===== config.mk =====
export PLATFORM = sky130hd
export DESIGN_NAME = lpl_mul
export DESIGN_NICKNAME = d
export VERILOG_FILES = /design/src/rtl/lpl_mul.sv
export SDC_FILE = /design/constraint.sdc
export NUM_CORES = 2
export LEC_CHECK = 0
export BUFFER_PORTS_ARGS = -buffer_cell sky130_fd_sc_hd__buf_4
export CORE_UTILIZATION = 70
export CTS_CLUSTER_SIZE = 8
export DETAILED_ROUTE_END_ITERATION = 10
export MAX_ROUTING_LAYER = met4
export PLACE_DENSITY = 0.88
export SETUP_SLACK_MARGIN = 0.02
export SLEW_MARGIN = 10
export SYNTH_ARGS = -nofsm -noshare
export SYNTH_HDL_FRONTEND = slang
export SYNTH_SLANG_ARGS = --single-unit

===== constraint.sdc =====
create_clock -name i_clk -period 16.5 [get_ports i_clk]
set_clock_uncertainty 0.2 [all_clocks]
set_input_delay 0.825 -clock i_clk [delete_from_list [all_inputs] [get_ports i_clk]]
set_output_delay 0.825 -clock i_clk [all_outputs]
set_load 0.005 [all_outputs]

===== src/rtl/lpl_mul.sv =====
// shared signed multiplier with registered product
`timescale 1ns / 1ps
module lpl_mul (
    input  logic               i_clk,
    input  logic signed [32:0] i_a,
    input  logic signed [31:0] i_b,
    output logic signed [64:0] o_p
);
    logic signed [64:0] r_p;

    always_ff @(posedge i_clk) begin
        r_p <= i_a * i_b;
    end

    assign o_p = r_p;
endmodule


==> results.cfg <==
[detailed_routing]
wl_mm = 101
ant_nets = 0
routed_via_density = 5.93
drc = 0
drt-pass1-iter-count = 7
wl_per_cell_um = 21.6
drt_iter0_markers = 2449
vias = 27600

[placement]
hpwl_mm = 78.6
place_area_um2 = 39400
routabilityCongestion = 0.939
io_buffers = 130

[synthesis]
synth_flop_cell = dfxtp_1
synth_cell_types = 55
synthesis.area_um2 = 38200
avgSynthCellArea_um2 = 9.53
syn-num-nets = 5378
async_reset_ff_share_pct = 0
yosysTopAreaCell = fa_1
yosysWarnings = 0
synth_top_area_share_pct = 58.2
synth_edf_count = 0
ys_seq_elements = 65
ys_top_cells_by_area = fa_1 (58%), inv_1 (9.7%), and2_1 (8.7%)
seq_area_frac_synth_pct = 3.40
syn_inst = 4014

[min_path]
hold_start = i_b[0]
hp-class = primary input to register

[grt]
antenna_found_initial = 2
grt_pass1_wl_mm = 165
track_usage_pct = 40.6
grt-ovfl-total = 0
grt_max_degree = 34
grt_pass1_vias = 31400

[run]
cap_violations = 0

[clock_tree]
cts_setup_buffers = 0
cts.sinks = 65
clockBufferDepth = 2
hold_buffers = 0
cts-root-buf = clkbuf_16
htree_levels = 3
cts_tree = yes
ctsResizeCount = 0
numCtsBuffers = 9
clk_pin_slew_ns = 0.06

[worst_setup_path]
required_ns = 16.56
worst_setup_path_start_kind = primary input
crit_type = primary input to register
critPathCaptureType = register
startpoint = i_b[9]
worstPathArrival_ns = 9.29
worst-path-max-fanout = 25

[timing]
hold_viol = 0
relSlewSlack_pct = 18.4
rsz0062_at_grt = false
holdWs_ns = 0.693
final.setup.tns_ns = 0
period_minus_slack_ns = 9.23
finalSetupViolCount = 0
report.final.slew_viol_count = 0
fin_crit_sh_pct = 55.9
tightest_slew_ns = 1.21
max_freq_ghz = 0.108

[floorplanning]
row_count = 85
die_h_um = 236
fp.dieW_um = 236
core_um2 = 53900
start_util_pct = 70.9
io_pins = 131
die_area_um2 = 55600

[final_layout]
n_fill_cell = 3595
fin_nets = 5316
syn2layout_area_growth_pct = 3.70
layout_commonest_cell = fa_1
fin_area_um2 = 39700
largest_reg_flops = 65
drive_gt1_share_pct = 4.02
final_cell_mix = fa_1 (1112), inv_1 (989), nand2_1 (536), and2_1 (531), ha_1 (186)

[outcome]
status = completed
final timing paths:
check / end / slack, ns / cells past startpoint
worst max-delay path: o_p[61]$_DFF_P_ / 7.27 / 27
worst min-delay path: o_p[0]$_DFF_P_ / 0.69 / 2
cells in the mapped netlist (all sizes together) (2+ instances only):
master      n
a2111oi     5
a211oi      6
a21boi      3
a21o       30
a21oi      70
a221oi      2
a311o       2
a31oi       8
and2      531
and3        8
clkbuf    210
dfxtp      65
fa       1112
ha        186
inv       989
nand2     536
nand2b     11
nand3      12
nand4      12
nor2       47
nor2b       6
nor3        5
o2111ai     2
o211ai      4
o21a        6
o21ai      31
o21bai     13
o311ai      3
o31ai       7
o41ai       2
or3         2
xnor2      47
xor2       27
stage by stage:
stage,instances,setup WS [ns],utilization (%)
after global routing,4654,6.85,73.6
after global placement,4636,7.02,73.0
after floorplan,4014,8.13,-
after CTS,4651,7.29,73.5
final,4654,7.27,73.6
after detailed placement,4636,6.90,73.0
metal layers:
layer | GRT usage, % | part of all wire [%] | vias to the layer above
met2 | 64.2 | 49 | 1748
li1 | - | - | 11300
met4 | 24.4 | 7.2 | 0
met5 | - | 0 | -
met1 | 47.8 | 33 | 14100
met3 | 9.11 | 11 | 495
logic make-up (layout without fill, tap and decap cells):
kind of cell    Yosys count  count (layout)  share of synthesized area [%]
buf+inv                1200            1142                           11.8
xor+xnor                 74              74                           1.69
simple gates           1175            1175                           15.4
compound gates          202             202                           3.47
other cells               0               2                              0
fa+ha+maj              1298            1298                           64.3
flops                    65              65                           3.40
critical path: stages:
cell       delay (ns)
buf_4            0.21
buf_4            0.36
nand2_1          0.12
fa_1             0.51
inv_1            0.05
fa_1             0.45
fa_1             0.49
inv_1            0.05
fa_1             0.47
inv_1            0.06
fa_1             0.51
inv_1            0.06
fa_1             0.54
inv_1            0.05
fa_1             0.50
fa_1             0.42
ha_1             0.37
a21o_1           0.22
a31oi_1          0.22
nor2_1           0.09
a211oi_1         0.41
a21oi_1          0.28
o2111ai_1        0.64
nand2_1          0.28
a2111oi_0        0.67
o41ai_1          0.21
xor2_1           0.18
area by class of cell:
type | instances | area (µm²) | share of cell area (%)
Multi-Input combinational cell | 2749 | 32400 | 81.8
Inverter | 989 | 3710 | 9.36
Sequential cell | 65 | 1300 | 3.28
Timing Repair Buffer | 138 | 1030 | 2.61
Tap cell | 696 | 871 | 2.20
Clock buffer | 12 | 256 | 0.647
Clock inverter | 3 | 40.0 | 0.101
Antenna cell | 2 | 5.00 | 0.0126
Power is not shown: default switching activity piles up to over one toggle a cycle in this logic, so the estimate is an artifact.
