### src/rtl/lpl_pkg.sv
// package: shared types and constants of the lookahead peak limiter
`timescale 1ns / 1ps
package lpl_pkg;

    localparam int MAX_ATTACK_DEF   = 1024;
    localparam int MAX_CHANNELS_DEF = 8;

    localparam logic [2:0] CFG_THRESHOLD  = 3'd0;
    localparam logic [2:0] CFG_ATTACK_LEN = 3'd1;
    localparam logic [2:0] CFG_ATTACK_COF = 3'd2;
    localparam logic [2:0] CFG_RELEASE_CF = 3'd3;
    localparam logic [2:0] CFG_CHAN_COUNT = 3'd4;
    localparam logic [2:0] CFG_HEADROOM   = 3'd5;
    localparam logic [2:0] CFG_EXTRA_GAIN = 3'd6;

    localparam logic [30:0] THRESHOLD_RST  = 31'h7FFF_FFFF;
    localparam logic [10:0] ATTACK_LEN_RST = 11'd240;
    localparam logic [30:0] ATTACK_COF_RST = 31'd2118123326;
    localparam logic [30:0] RELEASE_CF_RST = 31'd2147170838;
    localparam logic [3:0]  CHAN_COUNT_RST = 4'd2;

    localparam logic signed [31:0] UNITY_GAIN = 32'sh4000_0000;
    localparam logic signed [31:0] CORR_TENTH = 32'sd6554;
    localparam logic signed [31:0] CORR_SCALE = 32'sd18204;
    localparam logic [16:0]        PCM_ROUND  = 17'h08000;

    typedef struct packed {
        logic signed [31:0] sample_in;
        logic [30:0]        frame_gain;
        logic               frame_end;
    } t_in_beat;

    typedef struct packed {
        logic signed [15:0] sample_out;
        logic [2:0]         out_channel;
        logic               out_last;
        logic [30:0]        gain_now;
    } t_out_beat;

    typedef struct packed {
        logic        start;
        logic [30:0] num;
        logic [30:0] den;
    } t_div_req;

    typedef struct packed {
        logic        done;
        logic [30:0] quot;
    } t_div_rsp;

endpackage

### src/rtl/lpl_div.sv
// iterative q31 divider: normalize one bit a cycle, then 15 restoring steps
`timescale 1ns / 1ps
module lpl_div (
    input  logic              i_clk,
    input  logic              i_rst_n,
    input  lpl_pkg::t_div_req i_req,
    output lpl_pkg::t_div_rsp o_rsp
);
    import lpl_pkg::*;

    localparam logic [1:0] D_IDLE = 2'd0;
    localparam logic [1:0] D_NORM = 2'd1;
    localparam logic [1:0] D_LOOP = 2'd2;
    localparam logic [1:0] D_FIN  = 2'd3;

    logic [1:0]        r_st;
    logic [30:0]       r_num, r_den;
    logic [4:0]        r_nn, r_nd;
    logic [31:0]       r_a, r_b;
    logic [14:0]       r_q;
    logic [3:0]        r_k;
    logic              r_done;
    logic [30:0]       r_quot;
    logic [31:0]       a2;
    logic signed [6:0] e;
    logic signed [6:0] ne;
    logic [30:0]       rq;
    logic [30:0]       n_quot;

    assign a2 = r_a << 1;
    assign e  = 7'sd1 - $signed({2'b00, r_nn}) + $signed({2'b00, r_nd});
    assign ne = -e;
    assign rq = {r_q, 16'h0000};

    always_comb begin
        if (e > 7'sd0) begin
            if (e > 7'sd30 || rq > (31'h7FFF_FFFF >> e)) begin
                n_quot = 31'h7FFF_FFFF;
            end else begin
                n_quot = rq << e;
            end
        end else if (ne >= 7'sd31) begin
            n_quot = '0;
        end else begin
            n_quot = rq >> ne;
        end
    end

    always_ff @(posedge i_clk) begin
        if (!i_rst_n) begin
            r_st   <= D_IDLE;
            r_done <= 1'b0;
        end else begin
            r_done <= 1'b0;
            unique case (r_st)
                D_IDLE: begin
                    if (i_req.start) begin
                        if (i_req.num == '0 || i_req.den == '0) begin
                            r_quot <= '0;
                            r_done <= 1'b1;
                        end else begin
                            r_num <= i_req.num;
                            r_den <= i_req.den;
                            r_nn  <= '0;
                            r_nd  <= '0;
                            r_st  <= D_NORM;
                        end
                    end
                end
                D_NORM: begin
                    if (!r_num[30]) begin
                        r_num <= r_num << 1;
                        r_nn  <= r_nn + 5'd1;
                    end
                    if (!r_den[30]) begin
                        r_den <= r_den << 1;
                        r_nd  <= r_nd + 5'd1;
                    end
                    if (r_num[30] && r_den[30]) begin
                        r_a  <= {3'b000, r_num[30:2]};
                        r_b  <= {2'b00, r_den[30:1]};
                        r_q  <= '0;
                        r_k  <= '0;
                        r_st <= D_LOOP;
                    end
                end
                D_LOOP: begin
                    if (a2 >= r_b) begin
                        r_a <= a2 - r_b;
                        r_q <= {r_q[13:0], 1'b1};
                    end else begin
                        r_a <= a2;
                        r_q <= {r_q[13:0], 1'b0};
                    end
                    r_k <= r_k + 4'd1;
                    if (r_k == 4'd14) begin
                        r_st <= D_FIN;
                    end
                end
                D_FIN: begin
                    r_quot <= n_quot;
                    r_done <= 1'b1;
                    r_st   <= D_IDLE;
                end
                default: r_st <= D_IDLE;
            endcase
        end
    end

    assign o_rsp.done = r_done;
    assign o_rsp.quot = r_quot;
endmodule

### config.mk
export PLATFORM = sky130hd
export DESIGN_NAME = lpl_div
export DESIGN_NICKNAME = d
export VERILOG_FILES = /design/src/rtl/lpl_pkg.sv /design/src/rtl/lpl_div.sv
export SDC_FILE = /design/constraint.sdc
export NUM_CORES = 1
export LEC_CHECK = 0
export ABC_AREA = 1
export BUFFER_PORTS_ARGS = -buffer_cell sky130_fd_sc_hd__buf_4
export CORE_ASPECT_RATIO = 1.75
export CORE_MARGIN = 2
export CORE_UTILIZATION = 40
export DETAILED_ROUTE_END_ITERATION = 7
export SLEW_MARGIN = 0
export SYNTH_ARGS = -nofsm -noshare
export SYNTH_HDL_FRONTEND = slang
export SYNTH_SLANG_ARGS = --single-unit
### constraint.sdc
create_clock -name i_clk -period 14.08 [get_ports i_clk]
set_input_delay 1.408 -clock i_clk [delete_from_list [all_inputs] [get_ports i_clk]]
set_output_delay 1.408 -clock i_clk [all_outputs]
set_load 0.03 [all_outputs]
==> results.json, run 1 <==
{
  "ys_warn_count": 0,
  "initial_core_util": 0.403,
  "antenna_found_initial": 0,
  "clkPwrFrac": 0.130,
  "drive_gt1_frac": 0.116,
  "grt_setup_unrepaired": "no",
  "fin_crit_ns": 4.93,
  "relSlewSlack": 0.191,
  "fin_area_mm2": 0.0140,
  "finalSetupViolCount": 0,
  "avgSynthCellArea_um2": 8.25,
  "power_frac_seq": 0.244,
  "synth_cells": 1493,
  "worst-r2r-cell-count": 24,
  "yosys.cell_count.top_type": "nand2_1",
  "layout_setup_ws_ns": 9.15,
  "dp.final_hpwl_mm": 28.3,
  "gp_congestion": 0.980,
  "peakVddDrop_mv": 0.112,
  "grtUsageTotal": 0.235,
  "cellLeakagePower_nw": 5.95,
  "timing.fmax_mhz": 203,
  "p_int_mw": 1.70,
  "wl_met2_mm": 19.9,
  "wl_per_cell_um": 18.6,
  "met1_length_mm": 13.0,
  "status": "completed",
  "clk_latency_ns": 0.45,
  "synthMuxAreaShare": 0,
  "timing.rr.start": "r_nn[1]",
  "clkSinkCount": 186,
  "wl_met3_mm": 1.20,
  "cts_root_buf": "clkbuf_16",
  "postRouteAntennaNets": 0,
  "synth.largest_area_cell": "edfxtp_1",
  "avgViaCountPerCell": 5.50,
  "num_vias": 10797,
  "reg2reg_setup_slack_ns": 9.15,
  "clk_path_buf_depth": 2,
  "finalNetCount": 1693,
  "area_growth_pct": 13.3,
  "synthFlopType": "edfxtp_1",
  "p_sw_mw": 1.94,
  "holdPathStages": 0,
  "synth_seq_area_share": 0.451,
  "timing.rr.end": "r_quot[23]",
  "port_buffers": 96,
  "route.detailed.drc": 0,
  "cts_tree": "done",
  "highest_layer": "met4",
  "synthSimpleGateAreaFrac": 0.256,
  "sw_frac_of_total": 0.533,
  "postCtsSetupBuffers": 0,
  "arrival_ns": 5.08,
  "first_iter_violations": 875,
  "cts_resized": 0,
  "crit_required_ns": 14.23,
  "slew_violations": 0,
  "holdCritStartpoint": "r_den[29]",
  "cts_max_level": 4,
  "io_pins": 97,
  "whs_ns": 0.452,
  "grt_max_degree": 65,
  "drtPass1Iterations": 6,
  "syn_nets": 1625,
  "fillCellCount": 3068,
  "period_share": 0.350,
  "cts-hold-fix-buffers": 0,
  "grt_pass1_wl_mm": 57.8,
  "path_clk_slew_ns": 0.07,
  "tightest_slew_ns": 1.21,
  "cts_made_buffers": 17,
  "std_cell_rows": 85,
  "tns_ns": 0,
  "fp.dieW_um": 137,
  "die_area_mm2": 0.0323,
  "synth-compound-area-share": 0.132,
  "drv_cap": 0,
  "comb_power_share": 0.625,
  "synth_area_leaders": "edfxtp_1 45%, nand2_1 11%, nand3_1 7.0%",
  "synth_top_area_share": 0.446,
  "netlist_area_mm2": 0.0123,
  "synthTopCellsByCount": "371 x nand2_1, 183 x edfxtp_1, 173 x nand3_1",
  "ys_seq_elements": 186,
  "grt_pass1_vias": 10882,
  "clock_skew_ns": 0.0161,
  "yosysUniqueCellTypes": 46,
  "place_area_mm2": 0.0134,
  "synth_edf_count": 183,
  "antennaDiodeCount": 0,
  "die_y_um": 236,
  "post-place-ws_ns": 9.21,
  "critPathMaxFanout": 19,
  "cp-start-kind": "register",
  "synth_xor_area_frac": 0.0206,
  "hold_path_class": "reg -> reg",
  "synth_fa_ha_area_frac": 0.0693,
  "worstHoldEndpoint": "r_b[28]",
  "critPathCaptureType": "register",
  "drt-total-wl_mm": 36.5,
  "hold_viol_final": 0,
  "async_flop_share": 0,
  "grt_overflow_total": 0,
  "core_mm2": 0.0305,
  "synth_top_family_by_area": "simple AND/OR/NAND/NOR gates",
  "power.density_mw_per_mm2": 260,
  "utilization": 0.457,
  "worst-setup-path-type": "reg -> reg"
}
[cell type report]
cell class | count | area [um^2] | area share
clock buffers | 19 | 433 | 0.0310
clock inverters | 12 | 131 | 0.00942
inverters | 157 | 589 | 0.0422
multi-input cells | 1091 | 5940 | 0.426
flip-flops and latches | 186 | 5560 | 0.398
well taps | 391 | 489 | 0.0351
repair buffers | 108 | 811 | 0.0581
[how the worst max path moves through the flow]
stage	from	end	slack, ns	depth (start not counted)
floorplan	i_rst_n	r_a[0]	8.34	2
global placement	r_nn[1]	r_quot[22]	9.46	22
global route	r_nn[1]	r_quot[23]	8.73	24
detailed placement	r_nn[1]	r_quot[23]	9.21	24
CTS	r_nn[1]	r_quot[23]	9.20	24
finish	r_nn[1]	r_quot[23]	9.15	24
[metrics by stage]
step / std cells / total power [mW]
2_1_floorplan: 1493 / 2.53
3_3_place_gp: 1933 / 3.14
3_5_place_dp: 1933 / 3.14
4_1_cts: 1964 / 3.63
5_1_grt: 1964 / 3.93
6_report: 1964 / 3.63
[registers in the layout, indices dropped and copies added (netlist names)]
name / count
r_den: 31
r_st: 2
r_nd: 5
r_num: 31
r_nn: 5
r_quot: 31
r_q: 15
r_k: 4
r_a: 31
r_done: 1
r_b: 30
[logic make-up after synthesis]
| group | Yosys count |
|---|---|
| AND/OR/NAND/NOR | 721 |
| AO/OA/AOI/OAI | 274 |
| buffers and inverters | 216 |
| adder cells (fa/ha/maj) | 67 |
| flip-flops | 186 |
| XOR/XNOR | 29 |
[power by group through the flow]
stage | clock [mW] | sequential (mW) | combinational [mW]
after CTS | 0.486 | 0.889 | 2.25
final | 0.473 | 0.888 | 2.27
after floorplan | 0 | 0.880 | 1.65
after global placement | 0 | 0.898 | 2.24
after global routing | 0.505 | 0.902 | 2.52
after detailed placement | 0 | 0.900 | 2.24
[layout by cell type (no fill, tap or decap), types with 3 or more instances in the layout]
master	Yosys	routed
a211oi_1	4	3
a21o_1	11	11
a21oi_1	91	88
a21oi_4	0	3
a221oi_1	5	5
a22o_1	24	24
a31oi_1	10	10
buf_4	4	108
clkbuf_16	0	17
dfxtp_1	3	3
edfxtp_1	183	183
ha_1	65	64
inv_1	147	147
inv_2	8	8
inv_6	0	5
inv_8	0	3
nand2_1	371	371
nand2_2	6	6
nand3_1	173	172
nand3_2	8	9
nand4_1	15	15
nor2_1	101	99
nor2_2	8	10
nor3_1	13	13
nor4_1	17	17
o211ai_1	20	20
o21ai_0	75	75
o21ai_1	12	12
o21bai_1	3	3
o22ai_1	12	12
or2_2	3	3
xnor2_1	18	18
xor2_1	11	11
[critical path, stage by stage (launching register included)]
cell,delay (ns)
edfxtp_1,0.40
inv_1,0.11
ha_1,0.23
xnor2_1,0.23
ha_1,0.31
a21oi_1,0.21
nand3b_1,0.11
nand2_1,0.19
inv_1,0.14
nor2_2,0.28
inv_1,0.14
nor2_4,0.23
o21ai_0,0.14
ha_1,0.31
nand2_1,0.07
nor2_1,0.10
nand4_1,0.10
nor3_1,0.17
nand3_1,0.10
nand2_1,0.09
nand2_1,0.09
nand2_2,0.30
inv_1,0.27
a31oi_1,0.21
a21oi_1,0.08
[routing by layer]
metal,GRT usage,vias up
met5,0,-
met4,0.156,0
met3,0.0355,105
met2,0.437,324
met1,0.235,5056
li1,-,5312
No activity file was read; power rests on OpenSTA's default activity.
==> inputs of run 2 (changes only) <==
==> constraint.sdc (replaced) <==
create_clock -name i_clk -period 4.9 [get_ports i_clk]
set_input_delay 0.49 -clock i_clk [delete_from_list [all_inputs] [get_ports i_clk]]
set_output_delay 0.49 -clock i_clk [all_outputs]
set_load 0.03 [all_outputs]
==> run 2 against run 1 <==
  * First-iteration DRC count shrank 11%
  * Routed wire length up 5.1%
  * Non-clock buffer count increased by 16
  * Flip-flop and latch count stayed put
  * Power rose to 2.9 times the previous value
  * Die area unchanged
  * Cell count grew 0.87%
  * Sequential power increased to 2.9 times the previous value
  * Register-to-register slack lost 8.7 ns
  * Critical path type unchanged
  * Critical endpoint is now r_quot[22]
  * Largest cell class unchanged
==> results.json, run 2 (synthesized netlist as in run 1, its figures left out) <==
{
  "grt_pass1_wl_mm": 58.6,
  "drv_cap": 0,
  "route.detailed.drc": 0,
  "place_inst": 1945,
  "initial_core_util": 0.403,
  "peakVddDrop_mv": 0.342,
  "port_buffers": 96,
  "clk_path_buf_depth": 2,
  "dp.final_hpwl_mm": 30.7,
  "drive_gt1_frac": 0.126,
  "num_vias": 10885,
  "cts_root_buf": "clkbuf_16",
  "antenna_found_initial": 0,
  "avgViaCountPerCell": 5.49,
  "timing.fmax_mhz": 223,
  "die_y_um": 236,
  "mostFrequentLayoutCell": "nand2_1",
  "grtUsageTotal": 0.243,
  "status": "completed",
  "crit_buf_inv": 5,
  "crit_required_ns": 5.06,
  "seq_area_mm2": 0.00556,
  "cp-start-kind": "register",
  "utilization": 0.462,
  "finalSetupViolCount": 0,
  "cellLeakagePower_nw": 6.04,
  "tns_ns": 0,
  "first_iter_violations": 778,
  "path_clk_slew_ns": 0.08,
  "cts_max_level": 4,
  "fin_cells": 1981,
  "std_cell_rows": 85,
  "grt_setup_unrepaired": "no",
  "drt-total-wl_mm": 38.4,
  "worst-setup-path-type": "reg -> reg",
  "fp.dieW_um": 137,
  "grt_pass1_vias": 10806,
  "max_stage_delay_ns": 0.42,
  "cts-hold-fix-buffers": 0,
  "fin_crit_ns": 4.48,
  "path_cells": "inv_1 > ha_1 > xnor2_1 > ha_1 > a21oi_1 > nand3b_1 > nand2_1 > inv_1 > nor2_4 > inv_1 > nor2_4 > buf_4 > nand2_1 > ha_1 > a21oi_1 > o21ai_0 > a41oi_1 > o21ai_0 > nand2_1 > nand2_1 > nand2_2 > inv_1 > a31oi_1 > a21oi_1",
  "postRouteAntennaNets": 0,
  "clk_latency_ns": 0.46,
  "final_cell_mix": "371 x nand2_1, 183 x edfxtp_1, 172 x nand3_1",
  "io_pins": 97,
  "cts_tree": "done",
  "core_mm2": 0.0305,
  "grt_max_degree": 57,
  "clkSinkCount": 186,
  "antennaDiodeCount": 0,
  "power.density_mw_per_mm2": 759,
  "slew_violations": 0,
  "area_growth_pct": 14.5,
  "crit_family": "simple AND/OR/NAND/NOR gates",
  "relSlewSlack": 0.220,
  "period_share": 0.914,
  "critPathCaptureType": "register",
  "finalNetCount": 1709,
  "die_area_mm2": 0.0323,
  "multi_input_area_mm2": 0.00595,
  "hold_path_class": "in -> reg",
  "cts_made_buffers": 17,
  "clock_skew_ns": 0.00881,
  "hold_viol_final": 0,
  "wl_per_cell_um": 19.4,
  "critPathMaxFanout": 12,
  "tightest_slew_ns": 1.17,
  "arrival_ns": 4.64,
  "drtPass1Iterations": 7,
  "grt_overflow_total": 0,
  "fillCellCount": 3045,
  "gp_congestion": 1.03,
  "critPathSlowestCell": "edfxtp_1"
}
[run 2: changes by cell type in the layout (fill, tap and decap cells not counted), sizes merged]
cell	change
buf	+16
clkinv	+3
bufinv	-1
clkbuf	-1
clkinvlp	-1
inv	+1
[run 2: report_power, final]
part / internal (mW) / leakage (nW) / switching (mW)
clock network: 0.683 / 0.281 / 0.691
logic: 2.00 / 4.03 / 4.75
registers: 2.32 / 1.73 / 0.250
[run 2: worst register-to-register path, cell delays in order, from the launching register on]
cell and delay (ns):
edfxtp_1 0.42, inv_1 0.11, ha_1 0.23, xnor2_1 0.21
ha_1 0.30, a21oi_1 0.20, nand3b_1 0.09, nand2_1 0.18
inv_1 0.15, nor2_4 0.21, inv_1 0.12, nor2_4 0.23
buf_4 0.16, nand2_1 0.04, ha_1 0.31, a21oi_1 0.14
o21ai_0 0.08, a41oi_1 0.15, o21ai_0 0.12, nand2_1 0.09
nand2_1 0.09, nand2_2 0.09, inv_1 0.17, a31oi_1 0.20
a21oi_1 0.09
[run 2: cell type report]
type                            instances  share of cell area
Clock inverter                         14              0.0104
Multi-Input combinational cell       1091               0.422
Clock buffer                           18              0.0305
Timing Repair Buffer                  124              0.0661
Inverter                              157              0.0418
Sequential cell                       186               0.394
Tap cell                              391              0.0347
[run 2: path summary, 6_finish.rpt]
kind | from | to | slack [ns] | cells after the start
setup / recovery | r_nn[1] | r_quot[22] | 0.42 | 24
hold / removal | i_req[1] | r_den[1] | 0.31 | 3
setup reg to reg | r_nn[1] | r_quot[22] | 0.42 | 24
hold reg to reg | r_den[12] | r_b[11] | 0.46 | 0
[run 2: per-stage QoR]
stage	hold WS (ns)	instance area [um^2]	worst slack, ns	total power, mW
finish	0.311	14100	0.423	10.7
global route	0.312	14100	0.0203	11.5
CTS	0.294	14100	0.368	10.6
detailed placement	0.437	13500	0.388	9.25
global placement	0.437	13500	0.520	9.22
floorplan	0.421	12300	0.984	7.26
[run 2: per-layer routing]
layer	share of wire	up-vias	global-route usage
met3	0.034	120	0.0368
met4	0.073	0	0.164
met1	0.33	5094	0.221
met5	0	-	0
li1	-	5347	-
met2	0.57	324	0.472
[run 2: timing repair]
| action | 4_1_cts | 5_1_grt |
|---|---|---|
| endpoints found under the setup margin | 0 | 14 |
| resized for setup | 0 | 1 |
| setup buffers | 0 | 4 |
==> inputs of run 3 (changes only) <==
--- a/config.mk
+++ b/config.mk
@@ -11,6 +11,7 @@
 export CORE_MARGIN = 2
 export CORE_UTILIZATION = 40
 export DETAILED_ROUTE_END_ITERATION = 7
+export MAX_ROUTING_LAYER = met4
 export SLEW_MARGIN = 0
 export SYNTH_ARGS = -nofsm -noshare
 export SYNTH_HDL_FRONTEND = slang
==> run 3 against run 2 <==
  * Non-clock buffer count up 5
  * Worst setup slack worse by 0.020 ns
  * Clock power up 6%
  * Worst hold slack worse by 0.0023 ns
  * Die area unchanged
  * Global-route usage up 1.6 points
  * Critical path type unchanged
  * Largest cell class unchanged
==> results.json, run 3 (synthesized netlist as in run 1, its figures left out) <==
{
  "cts-hold-fix-buffers": 0,
  "cellLeakagePower_nw": 6.09,
  "critPathMaxFanout": 12,
  "holdCritStartpoint": "i_req[12]",
  "crit_required_ns": 5.07,
  "comb_power_share": 0.629,
  "timing.fmax_mhz": 222,
  "num_vias": 10852,
  "clkPwrFrac": 0.134,
  "final_cell_mix": "371 x nand2_1, 183 x edfxtp_1, 172 x nand3_1",
  "reg2reg_setup_slack_ns": 0.40,
  "timing.rr.end": "r_quot[23]",
  "status": "completed",
  "drive_gt1_frac": 0.130,
  "avgViaCountPerCell": 5.46,
  "core_mm2": 0.0305,
  "antenna_found_initial": 0,
  "cts_root_buf": "clkbuf_16",
  "route.detailed.drc": 0,
  "timing.rr.start": "r_nn[1]",
  "antennaDiodeCount": 0,
  "grt_overflow_total": 0,
  "sw_frac_of_total": 0.530,
  "hold_path_class": "in -> reg",
  "holdPathStages": 3,
  "grt_max_degree": 60,
  "seq_area_mm2": 0.00556,
  "tns_ns": 0,
  "grt_pass1_vias": 10981,
  "fp.dieW_um": 137,
  "multi_input_area_mm2": 0.00594,
  "tightest_slew_ns": 1.18,
  "path_clk_slew_ns": 0.08,
  "peakVddDrop_mv": 0.322,
  "finalSetupViolCount": 0,
  "clk_path_buf_depth": 2,
  "cts_made_buffers": 17,
  "io_pins": 97,
  "grt_setup_unrepaired": "no",
  "power.density_mw_per_mm2": 764,
  "clock_skew_ns": 0.0127,
  "worstHoldEndpoint": "r_den[12]",
  "hold_viol_final": 0,
  "critPathCaptureType": "register",
  "dp.final_hpwl_mm": 31.8,
  "mostFrequentLayoutCell": "nand2_1",
  "relSlewSlack": 0.208,
  "initial_core_util": 0.403,
  "cp-start-kind": "register",
  "clk_latency_ns": 0.46,
  "postCtsSetupBuffers": 0,
  "gp_congestion": 0.990,
  "cts_tree": "done",
  "post-place-ws_ns": 0.377,
  "fin_crit_ns": 4.50,
  "cts_max_level": 4,
  "grtUsageTotal": 0.258,
  "drt-total-wl_mm": 39.5,
  "startpoint": "r_nn[1]",
  "die_y_um": 236,
  "worst-setup-path-type": "reg -> reg",
  "worst-r2r-cell-count": 23,
  "slew_violations": 0,
  "first_iter_violations": 556,
  "area_growth_pct": 15.3,
  "cts_resized": 0,
  "postRouteAntennaNets": 0,
  "port_buffers": 96,
  "clkSinkCount": 186,
  "power_frac_seq": 0.237,
  "layout_setup_ws_ns": 0.403,
  "wl_per_cell_um": 19.9,
  "std_cell_rows": 85,
  "drtPass1Iterations": 6,
  "drv_cap": 0,
  "fillCellCount": 3005,
  "grt_pass1_wl_mm": 60.0,
  "finalNetCount": 1714,
  "p_sw_mw": 5.75,
  "period_share": 0.918,
  "arrival_ns": 4.67,
  "die_area_mm2": 0.0323,
  "p_int_mw": 5.10
}
run 3: worst max path at each step:
stage                      end  cells after the start  slack (ns)
floorplan           r_quot[16]                     25        0.98
global placement    r_quot[22]                     26        0.46
detailed placement  r_quot[23]                     23        0.38
CTS                 r_quot[23]                     23        0.35
global route        r_quot[21]                     23        0.04
finish              r_quot[23]                     23        0.40
run 3: area by class of cell:
cell class | instances | share of cell area
clock buffers | 17 | 0.0300
clock inverters | 15 | 0.0149
inverters | 157 | 0.0415
multi-input cells | 1091 | 0.419
flip-flops and latches | 186 | 0.391
well taps | 391 | 0.0345
repair buffers | 129 | 0.0691
run 3: stage by stage:
| step | hold slack, ns | utilization | cells | total power [mW] | area [um^2] |
|---|---|---|---|---|---|
| global route | 0.306 | 0.465 | 1986 | 11.7 | 14200 |
| global placement | 0.437 | 0.444 | 1954 | 9.42 | 13600 |
| floorplan | 0.421 | - | 1493 | 7.26 | 12300 |
| detailed placement | 0.435 | 0.444 | 1954 | 9.41 | 13600 |
| CTS | 0.285 | 0.465 | 1986 | 10.9 | 14200 |
| finish | 0.308 | 0.465 | 1986 | 10.9 | 14200 |
run 3: routing by layer:
metal  global-route usage  wire, um  share of wire  up-vias
met5                    -         0              0        -
met4                0.191      3170          0.080        0
met3               0.0292      1140          0.029      127
met2                0.495     22600           0.57      296
met1                0.219     12600           0.32     5082
li1                     -         -              -     5347
run 3: power by group through the flow:
stage / Combinational (mW) / Sequential, mW / Clock (mW)
2_1_floorplan: 4.74 / 2.52 / 0
3_3_place_gp: 6.82 / 2.60 / 0
3_5_place_dp: 6.80 / 2.61 / 0
4_1_cts: 6.83 / 2.57 / 1.47
5_1_grt: 7.57 / 2.61 / 1.52
6_report: 6.83 / 2.57 / 1.45
run 3: critical path, cell delays in order (launching register included):
cell      delay, ns
edfxtp_1       0.41
inv_1          0.11
ha_1           0.23
xnor2_1        0.24
ha_1           0.31
a21oi_1        0.19
nand3b_1       0.09
nand2_1        0.17
inv_1          0.15
nor2_2         0.14
inv_1          0.08
nor2_4         0.24
nand2_1        0.17
ha_1           0.36
a21oi_1        0.19
o21ai_0        0.11
a41oi_1        0.20
o21ai_0        0.11
nand2_1        0.08
nand2_1        0.08
nand2_2        0.09
inv_1          0.17
a31oi_1        0.20
a21oi_1        0.08
